## config.mk

```make
export PLATFORM = sky130hd
export DESIGN_NAME = echo_pulse_to_distance_digits_flat
export DESIGN_NICKNAME = d
export VERILOG_FILES = /design/src/hdl/epd_pkg.sv /design/src/hdl/epd_in_if.sv /design/src/hdl/epd_out_if.sv /design/src/hdl/epd_pipe_ctrl.sv /design/src/hdl/echo_pulse_to_distance_digits.sv /design/src/flat_wrapper.sv
export SDC_FILE = /design/constraint.sdc
export NUM_CORES = 1
export LEC_CHECK = 0
export ABC_CLOCK_PERIOD_IN_PS = 8800
export BUFFER_PORTS_ARGS = -buffer_cell sky130_fd_sc_hd__buf_2
export CAP_MARGIN = 40
export CORE_MARGIN = 4
export CORE_UTILIZATION = 40
export DETAILED_ROUTE_END_ITERATION = 6
export PLACE_DENSITY = 0.65
export SKIP_LAST_GASP = 1
export SLEW_MARGIN = 20
export SYNTH_ARGS = -nofsm -noshare
export SYNTH_HDL_FRONTEND = slang
export SYNTH_HIERARCHICAL = 1
export SYNTH_SLANG_ARGS = --single-unit
```

## constraint.sdc

```tcl
create_clock -name i_clk -period 8.8 [get_ports i_clk]
set_clock_uncertainty 0.1 [all_clocks]
set_input_delay 0.44 -clock i_clk [delete_from_list [all_inputs] [get_ports i_clk]]
set_output_delay 0.44 -clock i_clk [all_outputs]
set_load 0.02 [all_outputs]
```

## src/hdl/epd_pkg.sv

```systemverilog
// ----------------------------------------------------------------------------
// epd_pkg: shared types and constants for the echo distance display
// Holds the pipeline depth, the reciprocal constants and the digit helper.
// ----------------------------------------------------------------------------
package epd_pkg;

    localparam int PIPE_DEPTH = 5;

    localparam int PULSE_W = 22;
    localparam int BUTTON_W = 2;
    localparam int DIGIT_W = 4;
    localparam int MM_W = 14;
    localparam int INCH_W = 10;
    localparam int PAIR_W = 7;

    // mm = floor(pulse * 17 / 5000) = (pulse * MM_RECIP) >> MM_SHIFT, exact over 22 bits
    localparam int MM_SHIFT = 32;
    localparam logic [23:0] MM_RECIP = 24'd14602889;

    // inches = floor(mm * 5 / 127) = (mm * INCH_RECIP) >> INCH_SHIFT, exact for mm < 16384
    localparam int INCH_SHIFT = 20;
    localparam logic [15:0] INCH_RECIP = 16'd41283;

    // quotients by 100 and by 12, shared shift, exact for values up to 16383
    localparam int QUO_SHIFT = 20;
    localparam logic [16:0] RECIP_100 = 17'd10486;
    localparam logic [16:0] RECIP_12 = 17'd87382;

    localparam logic [MM_W-1:0] MM_LIMIT = 14'd9999;
    localparam logic [PAIR_W-1:0] FEET_LIMIT = 7'd99;

    typedef enum logic [BUTTON_W-1:0] {
        BTN_NONE   = 2'd0,
        BTN_MM     = 2'd1,
        BTN_FTIN   = 2'd2,
        BTN_IGNORE = 2'd3
    } t_button;

    typedef struct packed {
        logic [PIPE_DEPTH-1:0] load;
        logic [PIPE_DEPTH-1:0] full;
    } t_pipe_ctrl;

    typedef struct packed {
        logic [DIGIT_W-1:0] tens;
        logic [DIGIT_W-1:0] ones;
    } t_digit_pair;

    // Split a value below 100 into two decimal digits.
    function automatic t_digit_pair split2(input logic [PAIR_W-1:0] x);
        t_digit_pair res;
        logic [DIGIT_W-1:0] tens;
        logic [PAIR_W-1:0] tens_x10;
        tens = '0;
        for (int k = 1; k < 10; k++) begin
            if (x >= PAIR_W'(k * 10)) begin
                tens = tens + 4'd1;
            end
        end
        tens_x10 = PAIR_W'({tens, 3'b000}) + PAIR_W'({tens, 1'b0});
        res.tens = tens;
        res.ones = DIGIT_W'(x - tens_x10);
        return res;
    endfunction

endpackage

```

## src/hdl/epd_in_if.sv

```systemverilog
// ----------------------------------------------------------------------------
// epd_in_if: input channel of the echo distance display
// Carries the button code and an optional echo pulse width.
// ----------------------------------------------------------------------------
interface epd_in_if;
    logic                          valid;
    logic                          ready;
    logic [epd_pkg::BUTTON_W-1:0]  button;
    logic                          sample_valid;
    logic [epd_pkg::PULSE_W-1:0]   echo_cycles;

    modport source (output valid, output button, output sample_valid, output echo_cycles,
                    input ready);
    modport sink (input valid, input button, input sample_valid, input echo_cycles,
                  output ready);
endinterface

```

## src/hdl/epd_out_if.sv

```systemverilog
// ----------------------------------------------------------------------------
// epd_out_if: result channel of the echo distance display
// Carries the ranger trigger, the update flag, four digits and the colon.
// ----------------------------------------------------------------------------
interface epd_out_if;
    logic                         valid;
    logic                         ready;
    logic                         trigger_reading;
    logic                         display_update;
    logic [epd_pkg::DIGIT_W-1:0]  digit_ones;
    logic [epd_pkg::DIGIT_W-1:0]  digit_tens;
    logic [epd_pkg::DIGIT_W-1:0]  digit_hundreds;
    logic [epd_pkg::DIGIT_W-1:0]  digit_thousands;
    logic                         colon_lit;

    modport source (output valid, output trigger_reading, output display_update,
                    output digit_ones, output digit_tens, output digit_hundreds,
                    output digit_thousands, output colon_lit, input ready);
    modport sink (input valid, input trigger_reading, input display_update,
                  input digit_ones, input digit_tens, input digit_hundreds,
                  input digit_thousands, input colon_lit, output ready);
endinterface

```

## src/hdl/epd_pipe_ctrl.sv

```systemverilog
// ----------------------------------------------------------------------------
// epd_pipe_ctrl: occupancy and load enables for the conversion pipeline
// Each stage loads when it is empty or when the stage after it moves on.
// ----------------------------------------------------------------------------
module epd_pipe_ctrl (
    input  logic                i_clk,
    input  logic                i_rst_n,
    input  logic                i_in_valid,
    input  logic                i_out_ready,
    output epd_pkg::t_pipe_ctrl o_ctrl
);

    logic [epd_pkg::PIPE_DEPTH-1:0] r_full;
    logic [epd_pkg::PIPE_DEPTH-1:0] n_full;
    logic [epd_pkg::PIPE_DEPTH-1:0] w_load;

    always_comb begin
        w_load[epd_pkg::PIPE_DEPTH-1] = !r_full[epd_pkg::PIPE_DEPTH-1] || i_out_ready;
        for (int k = epd_pkg::PIPE_DEPTH - 2; k >= 0; k--) begin
            w_load[k] = !r_full[k] || w_load[k+1];
        end
    end

    always_comb begin
        n_full = r_full;
        if (w_load[0]) begin
            n_full[0] = i_in_valid;
        end
        for (int k = 1; k < epd_pkg::PIPE_DEPTH; k++) begin
            if (w_load[k]) begin
                n_full[k] = r_full[k-1];
            end
        end
    end

    always_ff @(posedge i_clk) begin
        if (!i_rst_n) begin
            r_full <= '0;
        end else begin
            r_full <= n_full;
        end
    end

    assign o_ctrl.load = w_load;
    assign o_ctrl.full = r_full;

endmodule

```

## src/hdl/echo_pulse_to_distance_digits.sv

```systemverilog
// ----------------------------------------------------------------------------
// echo_pulse_to_distance_digits: echo pulse width to four display digits
// Five-stage pipeline from pulse width to millimetre or feet-inch digits.
// ----------------------------------------------------------------------------
// The block takes one transfer per clock cycle on i_req while the sink keeps up,
// and returns exactly one result per transfer on o_rsp, in order. An accepted
// item moves down the five-register chain below and leaves the output register
// on a transfer to the sink. The registers in that chain, in order, are the
// input register, one stage for each constant reciprocal multiplier (pulse to
// millimetres, millimetres to inches, the divide by 100 or 12), then remainder
// and digit split into the output register. Stalls back up stage by stage, so
// bubbles are squeezed out before i_req.ready drops. The button code updates the
// display mode at the moment of transfer, before that item's conversion. An
// item without a sample yields trigger_reading high and all-zero digits; an
// item with a sample yields display_update high, millimetres saturated at
// 9999 with the colon off, or feet (up to 99) and inches with the colon on.
// ----------------------------------------------------------------------------
module echo_pulse_to_distance_digits (
    input  logic       i_clk,
    input  logic       i_rst_n,
    epd_in_if.sink     i_req,
    epd_out_if.source  o_rsp
);

    localparam int D = epd_pkg::PIPE_DEPTH;

    epd_pkg::t_pipe_ctrl w_ctrl;
    logic                w_accept;

    epd_pipe_ctrl u_ctrl (
        .i_clk       (i_clk),
        .i_rst_n     (i_rst_n),
        .i_in_valid  (i_req.valid),
        .i_out_ready (o_rsp.ready),
        .o_ctrl      (w_ctrl)
    );

    assign i_req.ready = w_ctrl.load[0];
    assign w_accept    = i_req.valid && w_ctrl.load[0];

    // ---- display mode: apply the button at transfer time ----
    logic r_inch_mode;
    logic n_inch_mode;

    always_comb begin
        n_inch_mode = r_inch_mode;
        case (epd_pkg::t_button'(i_req.button))
            epd_pkg::BTN_MM:     n_inch_mode = 1'b0;
            epd_pkg::BTN_FTIN:   n_inch_mode = 1'b1;
            epd_pkg::BTN_NONE:   n_inch_mode = r_inch_mode;
            epd_pkg::BTN_IGNORE: n_inch_mode = r_inch_mode;
            default:             n_inch_mode = r_inch_mode;
        endcase
    end

    always_ff @(posedge i_clk) begin
        if (!i_rst_n) begin
            r_inch_mode <= 1'b0;
        end else if (w_accept) begin
            r_inch_mode <= n_inch_mode;
        end
    end

    // ---- stage 1: input register, item carries its own mode ----
    logic                        r1_smp;
    logic                        r1_mode;
    logic [epd_pkg::PULSE_W-1:0] r1_pulse;

    always_ff @(posedge i_clk) begin
        if (w_ctrl.load[0]) begin
            r1_smp   <= i_req.sample_valid;
            r1_mode  <= n_inch_mode;
            r1_pulse <= i_req.echo_cycles;
        end
    end

    // ---- stage 2: millimetres by reciprocal multiply ----
    localparam int MMP_W = epd_pkg::PULSE_W + 24;
    logic [MMP_W-1:0]         w_mm_prod;
    logic                     r2_smp;
    logic                     r2_mode;
    logic [epd_pkg::MM_W-1:0] r2_mm;

    assign w_mm_prod = MMP_W'(r1_pulse) * MMP_W'(epd_pkg::MM_RECIP);

    always_ff @(posedge i_clk) begin
        if (w_ctrl.load[1]) begin
            r2_smp  <= r1_smp;
            r2_mode <= r1_mode;
            r2_mm   <= w_mm_prod[epd_pkg::MM_SHIFT +: epd_pkg::MM_W];
        end
    end

    // ---- stage 3: saturated millimetres or total inches ----
    localparam int INP_W = epd_pkg::MM_W + 16;
    logic [INP_W-1:0]           w_in_prod;
    logic [epd_pkg::INCH_W-1:0] w_inches;
    logic [epd_pkg::MM_W-1:0]   w_mm_sat;
    logic                       r3_smp;
    logic                       r3_mode;
    logic [epd_pkg::MM_W-1:0]   r3_val;

    assign w_in_prod = INP_W'(r2_mm) * INP_W'(epd_pkg::INCH_RECIP);
    assign w_inches  = w_in_prod[epd_pkg::INCH_SHIFT +: epd_pkg::INCH_W];
    assign w_mm_sat  = (r2_mm > epd_pkg::MM_LIMIT) ? epd_pkg::MM_LIMIT : r2_mm;

    always_ff @(posedge i_clk) begin
        if (w_ctrl.load[2]) begin
            r3_smp  <= r2_smp;
            r3_mode <= r2_mode;
            r3_val  <= r2_mode ? epd_pkg::MM_W'(w_inches) : w_mm_sat;
        end
    end

    // ---- stage 4: hundreds of mm, or feet (divide by 12) ----
    localparam int QP_W = epd_pkg::MM_W + 17;
    logic [16:0]                w_recip;
    logic [QP_W-1:0]            w_q_prod;
    logic                       r4_smp;
    logic                       r4_mode;
    logic [epd_pkg::MM_W-1:0]   r4_val;
    logic [epd_pkg::PAIR_W-1:0] r4_q;

    assign w_recip  = r3_mode ? epd_pkg::RECIP_12 : epd_pkg::RECIP_100;
    assign w_q_prod = QP_W'(r3_val) * QP_W'(w_recip);

    always_ff @(posedge i_clk) begin
        if (w_ctrl.load[3]) begin
            r4_smp  <= r3_smp;
            r4_mode <= r3_mode;
            r4_val  <= r3_val;
            r4_q    <= w_q_prod[epd_pkg::QUO_SHIFT +: epd_pkg::PAIR_W];
        end
    end

    // ---- stage 5: remainder, feet limit, digit split, output register ----
    logic [epd_pkg::MM_W-1:0]   w_q_x100;
    logic [epd_pkg::MM_W-1:0]   w_q_x12;
    logic [epd_pkg::MM_W-1:0]   w_rem_full;
    logic [epd_pkg::PAIR_W-1:0] w_hi;
    logic [epd_pkg::PAIR_W-1:0] w_lo;
    epd_pkg::t_digit_pair       w_hi_dig;
    epd_pkg::t_digit_pair       w_lo_dig;

    assign w_q_x100   = epd_pkg::MM_W'({r4_q, 6'b0}) + epd_pkg::MM_W'({r4_q, 5'b0})
                      + epd_pkg::MM_W'({r4_q, 2'b0});
    assign w_q_x12    = epd_pkg::MM_W'({r4_q, 3'b0}) + epd_pkg::MM_W'({r4_q, 2'b0});
    assign w_rem_full = r4_val - (r4_mode ? w_q_x12 : w_q_x100);
    assign w_lo       = w_rem_full[epd_pkg::PAIR_W-1:0];
    // clamp feet; the inch part stays the true remainder
    assign w_hi       = (r4_mode && (r4_q > epd_pkg::FEET_LIMIT)) ? epd_pkg::FEET_LIMIT : r4_q;
    assign w_hi_dig   = epd_pkg::split2(w_hi);
    assign w_lo_dig   = epd_pkg::split2(w_lo);

    logic                        r5_trig;
    logic                        r5_upd;
    logic                        r5_colon;
    logic [epd_pkg::DIGIT_W-1:0] r5_d0;
    logic [epd_pkg::DIGIT_W-1:0] r5_d1;
    logic [epd_pkg::DIGIT_W-1:0] r5_d2;
    logic [epd_pkg::DIGIT_W-1:0] r5_d3;

    always_ff @(posedge i_clk) begin
        if (w_ctrl.load[4]) begin
            if (r4_smp) begin
                r5_trig  <= 1'b0;
                r5_upd   <= 1'b1;
                r5_colon <= r4_mode;
                r5_d0    <= w_lo_dig.ones;
                r5_d1    <= w_lo_dig.tens;
                r5_d2    <= w_hi_dig.ones;
                r5_d3    <= w_hi_dig.tens;
            end else begin
                // no sample: ask the ranger for a new reading, blank fields
                r5_trig  <= 1'b1;
                r5_upd   <= 1'b0;
                r5_colon <= 1'b0;
                r5_d0    <= '0;
                r5_d1    <= '0;
                r5_d2    <= '0;
                r5_d3    <= '0;
            end
        end
    end

    assign o_rsp.valid           = w_ctrl.full[D-1];
    assign o_rsp.trigger_reading = r5_trig;
    assign o_rsp.display_update  = r5_upd;
    assign o_rsp.colon_lit       = r5_colon;
    assign o_rsp.digit_ones      = r5_d0;
    assign o_rsp.digit_tens      = r5_d1;
    assign o_rsp.digit_hundreds  = r5_d2;
    assign o_rsp.digit_thousands = r5_d3;

    // ---- assertions ----
    // hold the mode unless a transfer is taken
    a_mode_on_transfer: assert property (@(posedge i_clk) disable iff (!i_rst_n)
        !w_accept |=> $stable(r_inch_mode))
        else $error("display mode changed without an input transfer");

    // a result either triggers a reading or updates the display, never both
    a_trig_xor_upd: assert property (@(posedge i_clk) disable iff (!i_rst_n)
        o_rsp.valid |-> (o_rsp.trigger_reading ^ o_rsp.display_update))
        else $error("trigger and display update not exclusive");

    // every shown digit is decimal
    a_digits_bcd: assert property (@(posedge i_clk) disable iff (!i_rst_n)
        o_rsp.valid |-> (o_rsp.digit_ones <= 4'd9) && (o_rsp.digit_tens <= 4'd9)
                     && (o_rsp.digit_hundreds <= 4'd9) && (o_rsp.digit_thousands <= 4'd9))
        else $error("digit out of decimal range");

    // feet-inch display: inch tens at most 1, and only on an update
    a_inch_range: assert property (@(posedge i_clk) disable iff (!i_rst_n)
        (o_rsp.valid && o_rsp.colon_lit) |-> (o_rsp.display_update
                                             && (o_rsp.digit_tens <= 4'd1)))
        else $error("inch field out of range");

endmodule

```

## src/flat_wrapper.sv

```systemverilog
// flat-port wrapper written by rule: the top's interface ports become plain ports
module echo_pulse_to_distance_digits_flat 
  (i_clk, i_rst_n, i_req_valid, i_req_button, i_req_sample_valid, i_req_echo_cycles, i_req_ready, o_rsp_valid, o_rsp_trigger_reading, o_rsp_display_update, o_rsp_digit_ones, o_rsp_digit_tens, o_rsp_digit_hundreds, o_rsp_digit_thousands, o_rsp_colon_lit, o_rsp_ready);
  epd_in_if i_req_i ();
  epd_out_if o_rsp_i ();
  input  logic i_clk;
  input  logic i_rst_n;
  input wire logic [$bits(i_req_i.valid)-1:0] i_req_valid;
  input wire logic [$bits(i_req_i.button)-1:0] i_req_button;
  input wire logic [$bits(i_req_i.sample_valid)-1:0] i_req_sample_valid;
  input wire logic [$bits(i_req_i.echo_cycles)-1:0] i_req_echo_cycles;
  output wire logic [$bits(i_req_i.ready)-1:0] i_req_ready;
  output wire logic [$bits(o_rsp_i.valid)-1:0] o_rsp_valid;
  output wire logic [$bits(o_rsp_i.trigger_reading)-1:0] o_rsp_trigger_reading;
  output wire logic [$bits(o_rsp_i.display_update)-1:0] o_rsp_display_update;
  output wire logic [$bits(o_rsp_i.digit_ones)-1:0] o_rsp_digit_ones;
  output wire logic [$bits(o_rsp_i.digit_tens)-1:0] o_rsp_digit_tens;
  output wire logic [$bits(o_rsp_i.digit_hundreds)-1:0] o_rsp_digit_hundreds;
  output wire logic [$bits(o_rsp_i.digit_thousands)-1:0] o_rsp_digit_thousands;
  output wire logic [$bits(o_rsp_i.colon_lit)-1:0] o_rsp_colon_lit;
  input wire logic [$bits(o_rsp_i.ready)-1:0] o_rsp_ready;
  assign i_req_i.valid = i_req_valid;
  assign i_req_i.button = i_req_button;
  assign i_req_i.sample_valid = i_req_sample_valid;
  assign i_req_i.echo_cycles = i_req_echo_cycles;
  assign i_req_ready = i_req_i.ready;
  assign o_rsp_valid = o_rsp_i.valid;
  assign o_rsp_trigger_reading = o_rsp_i.trigger_reading;
  assign o_rsp_display_update = o_rsp_i.display_update;
  assign o_rsp_digit_ones = o_rsp_i.digit_ones;
  assign o_rsp_digit_tens = o_rsp_i.digit_tens;
  assign o_rsp_digit_hundreds = o_rsp_i.digit_hundreds;
  assign o_rsp_digit_thousands = o_rsp_i.digit_thousands;
  assign o_rsp_colon_lit = o_rsp_i.colon_lit;
  assign o_rsp_i.ready = o_rsp_ready;
  echo_pulse_to_distance_digits u_core (.i_clk(i_clk), .i_rst_n(i_rst_n), .i_req(i_req_i), .o_rsp(o_rsp_i));
endmodule
```

### After elaboration in Yosys (flattened, before gate mapping)

Index checks and enable logic that the tools add are counted.

| storage, ports and cells | value |
|---|---|
| output and inout port bits | 21 |
| bits of input ports | 29 |
| register bits after elaboration | 97 |

| cells by class | value |
|---|---|
| order comparisons | 20 |
| add/subtract/negate cells | 24 |
| reductions and logical operators | 15 |
| eq/ne operators | 3 |
| $mul | 3 |
| multiplexer cells | 26 |

Operators by type and width:

| kind | number |
|---|---|
| $mux 4 | 16 |
| $add 4x1->4 const B | 14 |
| $mul 22x24->46 const B | 1 |
| $ge 7x6->1 const B | 6 |
| $ge 7x7->1 const B | 6 |
| $mul 14x16->30 const B | 1 |
| $ge 7x5->1 const B | 4 |
| $mul 14x17->27 | 1 |
| $add 7x7->7 | 3 |
| $mux 17 | 1 |
| $ge 7x4->1 const B | 2 |
| $gt 14x14->1 const B | 1 |
| $mux 14 | 1 |
| $mux 7 | 2 |
| $mux 10 | 1 |
| $add 4x4->4 | 2 |
| $sub 4x4->4 | 2 |
| $gt 7x7->1 const B | 1 |
| $sub 7x7->7 | 1 |
| $logic_not 1->1 | 5 |
| $logic_or 1x1->1 | 5 |
| $add 1x1->2 const B | 2 |
| $eq 2x2->1 const B | 2 |
| $mux 1 | 4 |
| 5 further kinds | 7 |

### Logic depth before layout (Yosys ltp)

| logic depth | value |
|---|---|
| depth after elaboration | 24 |
| depth in mapped cells | 34 |
| gate-level depth less buffers | 32 |

### Hierarchy

The synthesis kept the hierarchy.

By module, submodules not included:

| module | seq. area each (um2) | area each (um2) | cells an instance | times used |
|---|---|---|---|---|
| echo_pulse_to_distance_digits | 2752.6 | 20681.1 | 1960 | 1 |
| epd_pipe_ctrl | 100.1 | 202.7 | 22 | 1 |

### Worst setup path after synthesis

OpenSTA, ideal clock, no wires.

| timing path | value |
|---|---|
| path kind | reg2reg |
| from | register u_core/r4_q[2] (netlist name) |
| to | register u_core.r5_d0 (netlist bit u_core/o_rsp.digit_ones[3]), data pin |
| data arrival time | 7196 ps |
| path buffers | 3 |
| cell stages (with the launch flop) | 32 |
| path slack | 1249 ps |
| path through | edfxtp_1 clkbuf_1 inv_1 fa_1 nand2_1 o21ai_0 ha_1 nor3_1 a211oi_2 xor2_2 xor2_2 buf_4 and3_1 ha_1 clkbuf_1 inv_1 xnor2_1 ha_1 a2111o_1 a211o_1 a31oi_2 ha_1 o31ai_1 mux2i_1 nor2b_1 ha_1 mux2_2 ha_1 nand2_1 nand2_1 xnor3_1 and2_1 |

RTL lines:

| item | line | RTL |
|---|---|---|
| from (decl) | echo_pulse_to_distance_digits.sv:122 | `logic [epd_pkg::PAIR_W-1:0] r4_q;` |
| from (signal assigned) | echo_pulse_to_distance_digits.sv:132 | `r4_q <= w_q_prod[epd_pkg::QUO_SHIFT +: epd_pkg::PAIR_W];` |
| to (signal assigned) | echo_pulse_to_distance_digits.sv:169 | `r5_d0 <= w_lo_dig.ones;` |
| to (decl) | echo_pulse_to_distance_digits.sv:158 | `logic [epd_pkg::DIGIT_W-1:0] r5_d0;` |

==> flow_summary_export.csv <==
group,metric,value,unit
status,status,"finished clean",
setup_path,crit_fanout,9,
floorplan,design.core.area,0.0515,mm^2
yosys,synth-seq-area-share,13.7,%
global_route,grt_max_degree,28,
global_route,grt_pass1_wl,71200,um
setup_path,critPathMostFrequentCell,"ha_1",
routing,drcViolationCount,0,
sta,period_minus_slack,8.10,ns
clock_network,cts-resized-gates,0,
yosys,synth_cell_types,79,
sta,tightestPinTransition,0.786,ns
clock_network,cts_root_buf,"clkbuf_16",
final_layout,final_nets,2854,
setup_path,crit_slowest_cell,"edfxtp_1",
yosys,synth_area,0.0209,mm^2
yosys,synth_cells,1982,
clock_network,cts_buffers,9,
floorplan,boundaryPins,50,
yosys,ys_async_sr_fraction,0,%
setup_path,slowest_delay,0.51,ns
placed_design,place_congestion,0.877,
clock_network,cts_sinks,97,
clock_network,postCtsSetupRepairBufs,0,
sta,hold_viol,0,
yosys,synthFlopType,"edfxtp_1",
routing,wl_per_cell,15.1,um
final_layout,layout-drive-gt1-share,5.26,%
sta,period_share,92.0,%
hold_path,min-delay-start,"i_req_echo_cycles[5]",
routing,drtAntennaViolNets,0,
setup_path,cp-end-kind,"flip-flop",
setup_path,startpoint_type,"flip-flop",
clock_network,cts_htree_levels,3,
yosys,synth_common_cells,"inv_1 (524), ha_1 (466), fa_1 (329)",
global_route,antenna_found_initial,1,
routing,vias,13252,
floorplan,die_y,236,um
sta,slew-limit-headroom,47.5,%
yosys,synth.area.top_cells,"fa_1 (32%), ha_1 (28%), edfxtp_1 (13%), inv_1 (9.4%), xnor2_1 (2.1%)",
sta,finalMaxSlewViolations,0,
yosys,yosysTopAreaCellShare,31.5,%
hold_path,min-delay-path-class,"input pin to flip-flop",
setup_path,arrival,8.13,ns
routing,via_per_inst,4.88,
floorplan,start_util,40.5,%
floorplan,die-area,0.0559,mm^2
yosys,ys.warnings.count,6,
clock_network,cts_hold_buf,0,
yosys,synth_edf_count,91,
placed_design,hpwlAfterDp,36700,um
run,drv_cap,0,
yosys,yosysMostFrequentCell,"inv_1",
clock_network,worst_skew_pair.late_latency,0.38,ns
global_route,grt_pass1_vias,14350,
routing,drt_first_pass_iters,6,
sta,rsz0062_at_grt,"no",
final_layout,num_antenna_cells,0,
yosys,ys_ff_latch,97,
floorplan,die_w,236,um
yosys,avgSynthCellArea,10.5,um^2
sta,fin_tns_setup,0,ns
setup_path,critPathRequiredTime,8.84,ns
floorplan,num_rows,83,
yosys,yosysTopAreaCell,"fa_1",
routing,wirelength,41100,um
final_layout,syn_to_final_growth,6.38,%
clock_network,cts.path.max_buffers,2,
setup_path,r2r_start,"u_core/r4_q[1]",
sta,setup_viol,0,
setup_path,crit_start,"u_core/r4_q[1]",
clock_network,cts_tree,"done",
global_route,grt.overflow.total,0,
routing,drtIter0Drc,583,
sta,clock.fmax,123,MHz
setup_path,crit_type,"flip-flop to flip-flop",
clock_network,clk_pin_slew,0.08,ns
placed_design,portBuffers,49,
global_route,track_usage,15.5,%
[final cells by class]
cell class,count,area (um^2)
well taps,680,851
clock buffers,9,225
fillers,4909,29300
flip-flops and latches,97,2850
inverters,526,1970
repair buffers,54,287
clock inverters,7,61.3
multi-input cells,1342,16000
[critical path, delay by kind of cell, from the launching register on]
| kind | cells | cell delay (ns) |
|---|---|---|
| DFF | 1 | 0.51 |
| muxes | 2 | 0.53 |
| buffers and inverters | 2 | 0.27 |
| AOI/OAI and AO/OA | 6 | 1.65 |
| and+or+nand+nor | 9 | 1.73 |
| xor gates and xnor gates | 2 | 0.50 |
| adders and majority gates | 8 | 2.55 |
[cells by family after synthesis]
kind of cell               after synthesis  synth area share (%)
adders and majority gates              795                  59.5
buffers and inverters                  549                  10.0
and+or+nand+nor                        269                  6.57
AOI/OAI and AO/OA                      174                  5.81
DFF                                     97                  13.7
xor gates and xnor gates                83                  3.80
muxes                                   13                 0.671
other                                    2                0.0360
[placed cells by master (no fill, tap or decap), types with 6 or more instances in the layout]
cell / n
ha_1: 466
inv_1: 524
nor2_1: 75
and2_1: 23
or3_1: 7
a21oi_1: 42
and3_1: 10
nand2_1: 50
xnor2_1: 49
nor2b_1: 20
nand3_1: 13
nor4_1: 8
dfxtp_1: 6
clkbuf_16: 9
nor3_1: 18
a21o_1: 17
buf_2: 49
xor2_1: 28
fa_1: 329
o21ai_1: 6
edfxtp_1: 91
or2_2: 8
nand4_1: 9
o21ai_0: 26
o21a_1: 17
mux2i_1: 7
nand2b_1: 9
conb_1: 8
[final timing paths]
check | slack [ns] | cells after the start | endpoint
worst max-delay path | 0.70 | 29 | u_core/o_rsp.digit_ones[3]
worst min-delay path | 0.13 | 1 | u_core/r1_pulse[5]
worst max register to register | 0.70 | 29 | u_core/o_rsp.digit_ones[3]
worst min register to register | 0.32 | 0 | u_core/r4_smp
[metal layers]
metal / up-vias / wire length (um) / track usage (%)
met3: 42 / 1520 / 2.56
met5: - / 0 / 0
met4: 0 / 631 / 3.11
met1: 6569 / 18800 / 20.6
li1: 6444 / - / -
met2: 197 / 20200 / 26.9
[state kept, by name, summed over array words and instances (netlist names), 4 cells and up]
signal,cells
u_core/o_rsp.digit_tens,4
u_core/r3_val,14
u_core/o_rsp.digit_hundreds,4
u_core/o_rsp.digit_ones,4
u_core/u_ctrl/r_full,5
u_core/r2_mm,14
u_core/o_rsp.digit_thousands,4
u_core/r1_pulse,22
u_core/r4_q,7
u_core/r4_val,7
[metrics by stage]
stage               setup WS, ns  instance area (um^2)  std cells  util, %  hold slack [ns]
floorplan                   1.25                 20900       1988        -            0.300
global placement           0.825                 21900       2698     42.6            0.302
detailed placement         0.724                 21900       2699     42.6            0.306
CTS                        0.701                 22200       2715     43.1           0.0928
global route              0.0934                 22200       2715     43.1            0.106
finish                     0.702                 22200       2715     43.1            0.127
Power is not shown: default switching activity piles up to over one toggle a cycle in this logic, so the estimate is an artifact.
